[src/rtl/integer_iir_filter_macros.svh]
// ----------------------------------------------------------------------------
// integer_iir_filter assertion macros
// concurrent check helpers shared by the filter rtl
// ----------------------------------------------------------------------------
`ifndef INTEGER_IIR_FILTER_MACROS_SVH
`define INTEGER_IIR_FILTER_MACROS_SVH

// consequent checked in the same cycle
`define IIRF_ASSERT_SAME(label, clk, rst, ante, cons, msg) \
   label: assert property (@(posedge clk) disable iff (rst) (ante) |-> (cons)) \
      else $error(msg);

// consequent checked in the following cycle
`define IIRF_ASSERT_NEXT(label, clk, rst, ante, cons, msg) \
   label: assert property (@(posedge clk) disable iff (rst) (ante) |=> (cons)) \
      else $error(msg);

`endif

[src/rtl/iirf_pkg.sv]
// ----------------------------------------------------------------------------
// iirf_pkg
// widths, register indexes and shared types of the integer iir filter
// ----------------------------------------------------------------------------
package iirf_pkg;

   localparam int DATA_W      = 16;
   localparam int MAX_TAPS    = 4;
   localparam int DEF_TAPS    = 4;
   localparam int TAP_W       = $clog2(MAX_TAPS);
   localparam int HIST_D      = MAX_TAPS - 1;
   localparam int HIST_W      = $clog2(HIST_D);
   localparam int TERMS       = 2 * MAX_TAPS - 1;
   localparam int TERM_W      = $clog2(TERMS);
   localparam int DIGIT_W     = 4;
   localparam int DIGITS      = DATA_W / DIGIT_W;
   localparam int DIGIT_CNT_W = $clog2(DIGITS);
   localparam int SUM_W       = DATA_W + 1;
   localparam int DIV_CNT_W   = $clog2(SUM_W);
   localparam int CSR_IDX_W   = 3;

   localparam logic [CSR_IDX_W-1:0] CSR_B_COEFF_0 = 3'd0;
   localparam logic [CSR_IDX_W-1:0] CSR_B_COEFF_1 = 3'd1;
   localparam logic [CSR_IDX_W-1:0] CSR_B_COEFF_2 = 3'd2;
   localparam logic [CSR_IDX_W-1:0] CSR_B_COEFF_3 = 3'd3;
   localparam logic [CSR_IDX_W-1:0] CSR_A_COEFF_0 = 3'd4;
   localparam logic [CSR_IDX_W-1:0] CSR_A_COEFF_1 = 3'd5;
   localparam logic [CSR_IDX_W-1:0] CSR_A_COEFF_2 = 3'd6;
   localparam logic [CSR_IDX_W-1:0] CSR_A_COEFF_3 = 3'd7;

   typedef enum logic [1:0] {
      ST_IDLE,
      ST_MAC,
      ST_DIV,
      ST_DONE
   } state_type;

   typedef struct packed {
      logic              load;
      logic [TERM_W-1:0] sel;
      logic              done;
   } mac_stat_type;

endpackage

[src/rtl/iirf_mac.sv]
// ----------------------------------------------------------------------------
// iirf_mac
// digit-serial multiply-accumulate over all taps, modulo 2^16
// ----------------------------------------------------------------------------
module iirf_mac (
   input  logic                           clock,
   input  logic                           reset,
   input  logic                           start,
   input  logic [iirf_pkg::DATA_W-1:0]    cand,
   input  logic [iirf_pkg::DATA_W-1:0]    plier,
   output iirf_pkg::mac_stat_type         stat,
   output logic [iirf_pkg::DATA_W-1:0]    acc
);

   logic                                busy_ff, busy_in;
   logic                                done_ff, done_in;
   logic [iirf_pkg::TERM_W-1:0]         term_ff, term_in;
   logic [iirf_pkg::DIGIT_CNT_W-1:0]    digit_ff, digit_in;
   logic [iirf_pkg::DATA_W-1:0]         cand_ff, cand_in;
   logic [iirf_pkg::DATA_W-1:0]         plier_ff, plier_in;
   logic [iirf_pkg::DATA_W-1:0]         acc_ff, acc_in;
   logic [iirf_pkg::DATA_W+iirf_pkg::DIGIT_W-1:0] part;
   logic                                last_digit;
   logic                                last_term;

   always_comb begin
      last_digit = (digit_ff == iirf_pkg::DIGIT_CNT_W'(iirf_pkg::DIGITS - 1));
      last_term  = (term_ff == iirf_pkg::TERM_W'(iirf_pkg::TERMS - 1));
      part       = {{iirf_pkg::DIGIT_W{1'b0}}, cand_ff}
                 * {{iirf_pkg::DATA_W{1'b0}}, plier_ff[iirf_pkg::DIGIT_W-1:0]};
      stat.load  = start || (busy_ff && last_digit && !last_term);
      stat.sel   = start ? '0 : iirf_pkg::TERM_W'(term_ff + 1'b1);
      stat.done  = done_ff;
      acc        = acc_ff;
   end

   always_comb begin
      busy_in  = busy_ff;
      done_in  = 1'b0;
      term_in  = term_ff;
      digit_in = digit_ff;
      cand_in  = cand_ff;
      plier_in = plier_ff;
      acc_in   = acc_ff;
      if (busy_ff) begin
         acc_in   = acc_ff + part[iirf_pkg::DATA_W-1:0];
         cand_in  = cand_ff << iirf_pkg::DIGIT_W;
         plier_in = plier_ff >> iirf_pkg::DIGIT_W;
         digit_in = iirf_pkg::DIGIT_CNT_W'(digit_ff + 1'b1);
         if (last_digit && last_term) begin
            busy_in = 1'b0;
            done_in = 1'b1;
         end
      end
      if (stat.load) begin
         cand_in  = cand;
         plier_in = plier;
         term_in  = stat.sel;
         digit_in = '0;
         busy_in  = 1'b1;
      end
      if (start) begin
         acc_in = '0;
      end
   end

   always_ff @(posedge clock) begin
      if (reset) begin
         busy_ff  <= 1'b0;
         done_ff  <= 1'b0;
         term_ff  <= '0;
         digit_ff <= '0;
      end else begin
         busy_ff  <= busy_in;
         done_ff  <= done_in;
         term_ff  <= term_in;
         digit_ff <= digit_in;
      end
   end

   always_ff @(posedge clock) begin
      cand_ff  <= cand_in;
      plier_ff <= plier_in;
      acc_ff   <= acc_in;
   end

endmodule

[src/rtl/iirf_div.sv]
// ----------------------------------------------------------------------------
// iirf_div
// bit-serial restoring divider, signed, truncating toward zero
// ----------------------------------------------------------------------------
module iirf_div (
   input  logic                          clock,
   input  logic                          reset,
   input  logic                          start,
   input  logic [iirf_pkg::SUM_W-1:0]    dividend,
   input  logic [iirf_pkg::DATA_W-1:0]   divisor,
   output logic                          done,
   output logic [iirf_pkg::DATA_W-1:0]   quotient
);

   logic                              busy_ff, busy_in;
   logic                              done_ff, done_in;
   logic                              neg_ff, neg_in;
   logic [iirf_pkg::DIV_CNT_W-1:0]    cnt_ff, cnt_in;
   logic [iirf_pkg::SUM_W-1:0]        rem_ff, rem_in;
   logic [iirf_pkg::SUM_W-1:0]        quo_ff, quo_in;
   logic [iirf_pkg::SUM_W-1:0]        dsr_ff, dsr_in;
   logic [iirf_pkg::SUM_W-1:0]        n_mag;
   logic [iirf_pkg::SUM_W-1:0]        d_mag;
   logic [iirf_pkg::SUM_W:0]          trial;
   logic [iirf_pkg::SUM_W:0]          diff;
   logic                              fits;
   logic [iirf_pkg::SUM_W-1:0]        signed_quo;

   always_comb begin
      n_mag = dividend[iirf_pkg::SUM_W-1] ? (~dividend + 1'b1) : dividend;
      d_mag = divisor[iirf_pkg::DATA_W-1]
            ? (~{divisor[iirf_pkg::DATA_W-1], divisor} + 1'b1)
            : {1'b0, divisor};
      trial = {rem_ff, quo_ff[iirf_pkg::SUM_W-1]};
      fits  = (trial >= {1'b0, dsr_ff});
      diff  = trial - {1'b0, dsr_ff};
      signed_quo = neg_ff ? (~quo_ff + 1'b1) : quo_ff;
      quotient   = signed_quo[iirf_pkg::DATA_W-1:0];
      done       = done_ff;
   end

   always_comb begin
      busy_in = busy_ff;
      done_in = 1'b0;
      neg_in  = neg_ff;
      cnt_in  = cnt_ff;
      rem_in  = rem_ff;
      quo_in  = quo_ff;
      dsr_in  = dsr_ff;
      if (start) begin
         busy_in = 1'b1;
         neg_in  = dividend[iirf_pkg::SUM_W-1] ^ divisor[iirf_pkg::DATA_W-1];
         cnt_in  = '0;
         rem_in  = '0;
         quo_in  = n_mag;
         dsr_in  = d_mag;
      end else if (busy_ff) begin
         rem_in = fits ? diff[iirf_pkg::SUM_W-1:0] : trial[iirf_pkg::SUM_W-1:0];
         quo_in = {quo_ff[iirf_pkg::SUM_W-2:0], fits};
         cnt_in = iirf_pkg::DIV_CNT_W'(cnt_ff + 1'b1);
         if (cnt_ff == iirf_pkg::DIV_CNT_W'(iirf_pkg::SUM_W - 1)) begin
            busy_in = 1'b0;
            done_in = 1'b1;
         end
      end
   end

   always_ff @(posedge clock) begin
      if (reset) begin
         busy_ff <= 1'b0;
         done_ff <= 1'b0;
         cnt_ff  <= '0;
      end else begin
         busy_ff <= busy_in;
         done_ff <= done_in;
         cnt_ff  <= cnt_in;
      end
   end

   always_ff @(posedge clock) begin
      neg_ff <= neg_in;
      rem_ff <= rem_in;
      quo_ff <= quo_in;
      dsr_ff <= dsr_in;
   end

endmodule

[src/rtl/integer_iir_filter.sv]
// ----------------------------------------------------------------------------
// integer_iir_filter
// direct form i integer iir filter, four feed-forward and four feedback taps
//
// channel   direction  handshake               payload
// req       in         req_tvalid/req_tready   tdata sample_in, tuser frame_start
// rsp       out        rsp_tvalid/rsp_tready   tdata sample_out, tuser divide_error
// csr       in         csr_valid/csr_ready     csr_index, csr_data
//
// each sample runs through the 4-bit digit mac (7 terms x 4 digits), then the
// bit-serial divider; a zero a_coeff_0 skips the divider. one sample is in
// flight at a time; the result register lets the next sample start while the
// last result waits. reset is synchronous and restores coefficients and clears
// history. csr writes are always ready.
// ----------------------------------------------------------------------------
`include "integer_iir_filter_macros.svh"

module integer_iir_filter #(
   parameter int TAPS = iirf_pkg::DEF_TAPS
) (
   input  logic                              clock,
   input  logic                              reset,
   input  logic                              req_tvalid,
   output logic                              req_tready,
   input  logic [iirf_pkg::DATA_W-1:0]       req_tdata,  // sample_in
   input  logic                              req_tuser,  // frame_start
   output logic                              rsp_tvalid,
   input  logic                              rsp_tready,
   output logic [iirf_pkg::DATA_W-1:0]       rsp_tdata,  // sample_out
   output logic                              rsp_tuser,  // divide_error
   input  logic                              csr_valid,
   output logic                              csr_ready,
   input  logic [iirf_pkg::CSR_IDX_W-1:0]    csr_index,
   input  logic [iirf_pkg::DATA_W-1:0]       csr_data
);

   iirf_pkg::state_type                 state_ff, state_in;
   logic                                start_ff, start_in;
   logic                                rsp_tvalid_ff, rsp_tvalid_in;
   logic [iirf_pkg::DATA_W-1:0]         rsp_data_ff, rsp_data_in;
   logic                                rsp_user_ff, rsp_user_in;
   logic [iirf_pkg::DATA_W-1:0]         b_ff [iirf_pkg::MAX_TAPS];
   logic [iirf_pkg::DATA_W-1:0]         b_in [iirf_pkg::MAX_TAPS];
   logic [iirf_pkg::DATA_W-1:0]         a_ff [iirf_pkg::MAX_TAPS];
   logic [iirf_pkg::DATA_W-1:0]         a_in [iirf_pkg::MAX_TAPS];
   logic [iirf_pkg::DATA_W-1:0]         xh_ff [iirf_pkg::HIST_D];
   logic [iirf_pkg::DATA_W-1:0]         xh_in [iirf_pkg::HIST_D];
   logic [iirf_pkg::DATA_W-1:0]         yh_ff [iirf_pkg::HIST_D];
   logic [iirf_pkg::DATA_W-1:0]         yh_in [iirf_pkg::HIST_D];
   logic [iirf_pkg::DATA_W-1:0]         x_ff, x_in;
   logic [iirf_pkg::DATA_W-1:0]         y_ff, y_in;
   logic                                err_ff, err_in;

   logic                                req_beat;
   logic                                a0_zero;
   logic                                div_start;
   logic                                y_load;
   logic                                y_err;
   logic                                out_load;
   iirf_pkg::mac_stat_type              mac_stat;
   logic [iirf_pkg::DATA_W-1:0]         mac_acc;
   logic [iirf_pkg::DATA_W-1:0]         cand_sel;
   logic [iirf_pkg::DATA_W-1:0]         plier_sel;
   logic [iirf_pkg::TAP_W-1:0]          tap_b;
   logic [iirf_pkg::TAP_W-1:0]          tap_a;
   logic [iirf_pkg::SUM_W-1:0]          half_sum;
   logic [iirf_pkg::SUM_W-1:0]          half;
   logic [iirf_pkg::SUM_W-1:0]          div_dividend;
   logic                                div_done;
   logic [iirf_pkg::DATA_W-1:0]         div_quo;

   assign csr_ready  = 1'b1;
   assign rsp_tvalid = rsp_tvalid_ff;
   assign rsp_tdata  = rsp_data_ff;
   assign rsp_tuser  = rsp_user_ff;
   assign req_beat   = req_tvalid && req_tready;
   assign a0_zero    = (a_ff[0] == '0);

   // term operands: b taps on x history, then negated a taps on y history
   always_comb begin
      cand_sel  = '0;
      plier_sel = '0;
      tap_b     = mac_stat.sel[iirf_pkg::TAP_W-1:0];
      tap_a     = iirf_pkg::TAP_W'(mac_stat.sel - iirf_pkg::TERM_W'(iirf_pkg::HIST_D));
      if (mac_stat.sel < iirf_pkg::TERM_W'(iirf_pkg::MAX_TAPS)) begin
         cand_sel  = (int'(tap_b) < TAPS) ? b_ff[tap_b] : '0;
         plier_sel = (tap_b == '0) ? x_ff
                                   : xh_ff[iirf_pkg::HIST_W'(tap_b - 1'b1)];
      end else begin
         cand_sel  = (int'(tap_a) < TAPS) ? ('0 - a_ff[tap_a]) : '0;
         plier_sel = yh_ff[iirf_pkg::HIST_W'(tap_a - 1'b1)];
      end
   end

   // acc + a0/2, a0/2 truncated toward zero
   always_comb begin
      half_sum = {a_ff[0][iirf_pkg::DATA_W-1], a_ff[0]}
               + {{iirf_pkg::DATA_W{1'b0}}, a_ff[0][iirf_pkg::DATA_W-1]};
      half     = {half_sum[iirf_pkg::SUM_W-1], half_sum[iirf_pkg::SUM_W-1:1]};
      div_dividend = {mac_acc[iirf_pkg::DATA_W-1], mac_acc} + half;
   end

   iirf_mac u_mac (
      .clock (clock),
      .reset (reset),
      .start (start_ff),
      .cand  (cand_sel),
      .plier (plier_sel),
      .stat  (mac_stat),
      .acc   (mac_acc)
   );

   iirf_div u_div (
      .clock    (clock),
      .reset    (reset),
      .start    (div_start),
      .dividend (div_dividend),
      .divisor  (a_ff[0]),
      .done     (div_done),
      .quotient (div_quo)
   );

   always_comb begin
      state_in = state_ff;
      unique case (state_ff)
         iirf_pkg::ST_IDLE: begin
            if (req_beat) state_in = iirf_pkg::ST_MAC;
         end
         iirf_pkg::ST_MAC: begin
            if (mac_stat.done) begin
               state_in = a0_zero ? iirf_pkg::ST_DONE : iirf_pkg::ST_DIV;
            end
         end
         iirf_pkg::ST_DIV: begin
            if (div_done) state_in = iirf_pkg::ST_DONE;
         end
         iirf_pkg::ST_DONE: begin
            if (!rsp_tvalid_ff || rsp_tready) state_in = iirf_pkg::ST_IDLE;
         end
      endcase
   end

   always_comb begin
      req_tready = 1'b0;
      div_start  = 1'b0;
      y_load     = 1'b0;
      y_err      = 1'b0;
      out_load   = 1'b0;
      unique case (state_ff)
         iirf_pkg::ST_IDLE: begin
            req_tready = 1'b1;
         end
         iirf_pkg::ST_MAC: begin
            if (mac_stat.done) begin
               y_load    = a0_zero;
               y_err     = a0_zero;
               div_start = !a0_zero;
            end
         end
         iirf_pkg::ST_DIV: begin
            y_load = div_done;
         end
         iirf_pkg::ST_DONE: begin
            out_load = !rsp_tvalid_ff || rsp_tready;
         end
      endcase
   end

   always_comb begin
      b_in = b_ff;
      a_in = a_ff;
      if (csr_valid) begin
         unique case (csr_index)
            iirf_pkg::CSR_B_COEFF_0: b_in[0] = csr_data;
            iirf_pkg::CSR_B_COEFF_1: b_in[1] = csr_data;
            iirf_pkg::CSR_B_COEFF_2: b_in[2] = csr_data;
            iirf_pkg::CSR_B_COEFF_3: b_in[3] = csr_data;
            iirf_pkg::CSR_A_COEFF_0: a_in[0] = csr_data;
            iirf_pkg::CSR_A_COEFF_1: a_in[1] = csr_data;
            iirf_pkg::CSR_A_COEFF_2: a_in[2] = csr_data;
            iirf_pkg::CSR_A_COEFF_3: a_in[3] = csr_data;
         endcase
      end
   end

   always_comb begin
      start_in      = req_beat;
      x_in          = req_beat ? req_tdata : x_ff;
      y_in          = y_ff;
      err_in        = err_ff;
      xh_in         = xh_ff;
      yh_in         = yh_ff;
      rsp_data_in   = rsp_data_ff;
      rsp_user_in   = rsp_user_ff;
      rsp_tvalid_in = rsp_tvalid_ff && !rsp_tready;
      if (y_load) begin
         y_in   = y_err ? '0 : div_quo;
         err_in = y_err;
      end
      if (req_beat && req_tuser) begin
         for (int i = 0; i < iirf_pkg::HIST_D; i++) begin
            xh_in[i] = '0;
            yh_in[i] = '0;
         end
      end
      if (out_load) begin
         rsp_data_in   = y_ff;
         rsp_user_in   = err_ff;
         rsp_tvalid_in = 1'b1;
         xh_in[0]      = x_ff;
         yh_in[0]      = y_ff;
         for (int i = 1; i < iirf_pkg::HIST_D; i++) begin
            xh_in[i] = xh_ff[i-1];
            yh_in[i] = yh_ff[i-1];
         end
      end
   end

   always_ff @(posedge clock) begin
      if (reset) begin
         state_ff      <= iirf_pkg::ST_IDLE;
         start_ff      <= 1'b0;
         rsp_tvalid_ff <= 1'b0;
         for (int i = 0; i < iirf_pkg::MAX_TAPS; i++) begin
            b_ff[i] <= (i == 0) ? iirf_pkg::DATA_W'(1) : '0;
            a_ff[i] <= (i == 0) ? iirf_pkg::DATA_W'(1) : '0;
         end
         for (int i = 0; i < iirf_pkg::HIST_D; i++) begin
            xh_ff[i] <= '0;
            yh_ff[i] <= '0;
         end
      end else begin
         state_ff      <= state_in;
         start_ff      <= start_in;
         rsp_tvalid_ff <= rsp_tvalid_in;
         b_ff          <= b_in;
         a_ff          <= a_in;
         xh_ff         <= xh_in;
         yh_ff         <= yh_in;
      end
   end

   always_ff @(posedge clock) begin
      x_ff        <= x_in;
      y_ff        <= y_in;
      err_ff      <= err_in;
      rsp_data_ff <= rsp_data_in;
      rsp_user_ff <= rsp_user_in;
   end

   `IIRF_ASSERT_NEXT(a_beat_starts_mac, clock, reset, req_beat,
      state_ff == iirf_pkg::ST_MAC && start_ff, "accepted beat did not start the mac")
   `IIRF_ASSERT_SAME(a_mac_done_in_mac, clock, reset, mac_stat.done,
      state_ff == iirf_pkg::ST_MAC, "mac finished outside the mac state")
   `IIRF_ASSERT_SAME(a_div_done_in_div, clock, reset, div_done,
      state_ff == iirf_pkg::ST_DIV, "divider finished outside the divide state")
   `IIRF_ASSERT_SAME(a_err_zero_out, clock, reset, rsp_tvalid && rsp_tuser,
      rsp_tdata == '0, "divide error beat carries nonzero data")

endmodule
[config.mk]
export PLATFORM = sky130hd
export DESIGN_NAME = integer_iir_filter
export DESIGN_NICKNAME = d
export VERILOG_FILES = /design/src/rtl/iirf_pkg.sv /design/src/rtl/iirf_mac.sv /design/src/rtl/iirf_div.sv /design/src/rtl/integer_iir_filter.sv
export VERILOG_INCLUDE_DIRS = /design/src /design/src/rtl
export SDC_FILE = /design/constraint.sdc
export NUM_CORES = 1
export LEC_CHECK = 0
export BUFFER_PORTS_ARGS = -buffer_cell sky130_fd_sc_hd__buf_2
export CAP_MARGIN = 20
export CORE_MARGIN = 2
export CORE_UTILIZATION = 50
export CTS_CLUSTER_SIZE = 28
export DETAILED_ROUTE_END_ITERATION = 10
export HOLD_SLACK_MARGIN = 0.06
export PLACE_DENSITY_LB_ADDON = 0.15
export SETUP_SLACK_MARGIN = 0.4
export SLEW_MARGIN = 15
export SYNTH_ARGS = -nofsm -noshare
export SYNTH_HDL_FRONTEND = slang
export SYNTH_HIERARCHICAL = 1
export SYNTH_SLANG_ARGS = --single-unit
[constraint.sdc]
create_clock -name clock -period 4.52 [get_ports clock]
set_input_delay 0.226 -clock clock [delete_from_list [all_inputs] [get_ports clock]]
set_output_delay 0.226 -clock clock [all_outputs]
set_load 0.05 [all_outputs]
==> results.sh <==
export IMPL_outcome="complete, no violations"
export IMPL_cts_buffer_depth=3
export IMPL_dr_pass1_iters=5
export IMPL_syn_area_per_cell_sq_um=9.10
export IMPL_clk_latency_ns=0.57
export IMPL_overflow=0
export IMPL_holdWs_ns=0.146
export IMPL_tns_ns=0
export IMPL_rows=75
export IMPL_skew_ns=0.0202
export IMPL_syn_inst=2321
export IMPL_root_buffer="clkbuf_16"
export IMPL_min_path_type="primary input to flip-flop"
export IMPL_routed_wl_met3_mm=2.53
export IMPL_yosysTopAreaCell="dfxtp_1"
export IMPL_cts_buffers_inserted=44
export IMPL_dieWidth_um=210
export IMPL_wl_per_cell_um=18.0
export IMPL_r2r_start="a_ff[50]"
export IMPL_cts_tree="built"
export IMPL_port_buffer_count=59
export IMPL_htreeDepth=2
export IMPL_top_layer="met4"
export IMPL_worst_hold_path_endpoint="yh_ff[38]"
export IMPL_diodes=0
export IMPL_fin_crit_sh_pct=89.3
export IMPL_dpl_cell_count=2822
export IMPL_dieArea_sq_um=43900
export IMPL_fmax_ghz=0.248
export IMPL_drive_gt1_share_pct=14.9
export IMPL_r2r_end="u_div/quo_ff[15]"
export IMPL_fin_nets=2537
export IMPL_placed_area_sq_um=21900
export IMPL_startpoint_type="flip-flop"
export IMPL_rsz0062_at_grt="yes"
export IMPL_finalHoldViolCount=0
export IMPL_r2r_slack_ns=0.48
export IMPL_yosys_warnings=6
export IMPL_synthFlopType="dfxtp_1"
export IMPL_final_cell_mix="411 x nand2_1, 268 x dfxtp_1, 220 x a21oi_1"
export IMPL_grt_pass1_vias=16000
export IMPL_fin_crit_ns=4.04
export IMPL_power_leakage_nw=9.53
export IMPL_cts_sinks=392
export IMPL_hold_depth=4
export IMPL_report_final_slew_viol_count=0
export IMPL_gp_congestion=0.842
export IMPL_worst_pin_slew_ns=0.987
export IMPL_synthTopCellsByArea="dfxtp_1 26%, edfxtp_1 17%, nand2_1 7.3%, a21oi_1 5.4%, ha_1 4.0%"
export IMPL_worstPathMaxFanout=3
export IMPL_setup_violations=0
export IMPL_grt_pass1_wl_mm=84.3
export IMPL_synth_edf_count=117
export IMPL_ir_drop_mv=0.524
export IMPL_finalNonFillerCells=2961
export IMPL_met2WireLength_mm=26.0
export IMPL_hp_start="req_tuser"
export IMPL_ioPinCount=61
export IMPL_antenna_found_initial=1
export IMPL_max_cap_viol_count=0
export IMPL_arrival_ns=4.35
export IMPL_cts_clk_slew_worst_paths_ns=0.06
export IMPL_crit_type="flip-flop to flip-flop"
export IMPL_power_density_nw_per_um2=557
export IMPL_grt_max_degree=127
export IMPL_syn_cell_area_sq_um=21100
export IMPL_place_hpwl_mm=35.2
export IMPL_stdcell_area_sq_um=24200
export IMPL_synth_async_sr_flop_share_pct=0
export IMPL_vias_per_cell=5.60
export IMPL_wirelength_mm=53.2
export IMPL_yosysSeqAreaShare_pct=42.7
export IMPL_first_iter_violations=1117
export IMPL_synth_seq_cells=392
export IMPL_reg2reg_depth=17
export IMPL_wl_met1_mm=23.0
export IMPL_synth_top_area_share_pct=26.1
export IMPL_synthesis_nets=2470
export IMPL_initial_core_util_pct=50.5
export IMPL_n_fill_cell=3707
export IMPL_fp_dieH_um=210
export IMPL_cp_data_required_time_ns=4.84
export IMPL_coreArea_sq_um=41900
export IMPL_globalRouteTotalUtil_pct=23.8
export IMPL_route_vias_total=16600
export IMPL_remaining_drc_errors=0
export IMPL_final_core_util_pct=57.9
export IMPL_critPathCaptureType="flip-flop"
export IMPL_yosysUniqueCellTypes=83
export IMPL_ant_nets=0
export IMPL_layout_commonest_cell="nand2_1"
export IMPL_area_growth_pct=14.7
export IMPL_slew_headroom_pct=34.2
==> per-stage QoR <==
step | setup slack, ns | power [mW]
3_3_place_gp | 0.284 | 8.89
2_1_floorplan | 0.375 | 7.93
4_1_cts | 0.414 | 12.8
5_1_grt | 0.295 | 14.3
3_5_place_dp | 0.198 | 9.00
6_report | 0.483 | 13.5
==> registers in the layout (all words and copies together), names as in the netlist, 2 cells and up <==
register and flops:
a_ff 64, b_ff 64, rsp_tdata 16, state_ff 2
u_div/cnt_ff 5, u_div/dsr_ff 17, u_div/quo_ff 17, u_div/rem_ff 17
u_mac/acc 16, u_mac/cand_ff 16, u_mac/digit_ff 2, u_mac/plier_ff 16
u_mac/term_ff 3, x_ff 16, xh_ff 48, y_ff 16
yh_ff 48
==> worst max path at each step <==
stage | to | slack (ns) | start | cells past startpoint
floorplan | u_mac/cand_ff[15] | 0.37 | start_ff | 20
global placement | u_div/quo_ff[15] | 0.28 | a_ff[52] | 17
detailed placement | u_div/quo_ff[15] | 0.20 | a_ff[48] | 18
CTS | u_mac/acc[15] | 0.41 | u_mac/plier_ff[3] | 14
global route | u_div/quo_ff[15] | 0.29 | a_ff[52] | 17
finish | u_div/quo_ff[15] | 0.48 | a_ff[50] | 17
==> critical path, cell delays in order, from the launching register on <==
cell and delay, ns:
dfxtp_4 0.34, and4_4 0.24, nand3_4 0.09, xnor2_2 0.15, ha_1 0.33, a2111oi_2 0.30
o21ai_1 0.15, a31o_2 0.26, a21oi_2 0.15, o21ai_0 0.09, a21oi_1 0.17, xnor2_1 0.12
or4_4 0.57, or2_4 0.25, o21ai_2 0.10, nand2_1 0.07, xor2_1 0.14, mux2_2 0.26
==> power breakdown <==
group / switching (mW) / internal (mW) / total (mW) / leakage (nW)
Sequential: 0.226 / 3.94 / 4.17 / 3.33
Clock: 1.45 / 2.06 / 3.51 / 0.701
Combinational: 3.25 / 2.57 / 5.81 / 5.50
==> per-layer routing <==
metal | up-vias | track usage, %
met5 | - | 0
met1 | 7986 | 30.9
met4 | 0 | 8.31
met3 | 94 | 3.22
met2 | 389 | 41.0
li1 | 8109 | -
==> synth_stat cells (all sizes together), types with 14 or more instances <==
| cell type | instances |
|---|---|
| and2 | 58 |
| mux2i | 37 |
| nand2b | 15 |
| a211oi | 22 |
| dfxtp | 275 |
| ha | 68 |
| inv | 135 |
| nor2b | 29 |
| clkbuf | 124 |
| o31ai | 14 |
| a22oi | 97 |
| nor2 | 221 |
| edfxtp | 117 |
| mux4 | 32 |
| fa | 40 |
| xnor2 | 75 |
| o21ai | 41 |
| xor2 | 38 |
| a21oi | 230 |
| nor3 | 19 |
| mux2 | 39 |
| a221oi | 18 |
| buf | 16 |
| nand3 | 18 |
| nand2 | 413 |
==> final cells by class <==
type | count | area (sq um) | area share (%)
multi-input cells | 1652 | 11400 | 47.0
flip-flops and latches | 392 | 9030 | 37.3
clock buffers | 62 | 1290 | 5.34
repair buffers | 161 | 1190 | 4.91
well taps | 539 | 674 | 2.78
inverters | 137 | 514 | 2.12
clock inverters | 18 | 138 | 0.568
==> repair_timing <==
item | 4_1_cts | 5_1_grt
endpoints found under the setup margin | 3 | 11
hold buffers | 33 | 0
resized for setup | 22 | 54
setup buffers | 13 | 13
pin swaps | 6 | 44
endpoints found under the hold margin | 145 | 0
==> cell families after synthesis <==
family                   Yosys count  share of synthesized area (%)
AND/OR/NAND/NOR                  828                           17.2
AO/OA/AOI/OAI                    492                           15.0
flip-flops                       392                           42.7
buffers and inverters            277                           5.16
XOR/XNOR                         114                           4.83
adder cells (fa/ha/maj)          108                           7.82
multiplexers                     108                           7.32
other                              2                         0.0356
(Power assumes the default switching activity.)
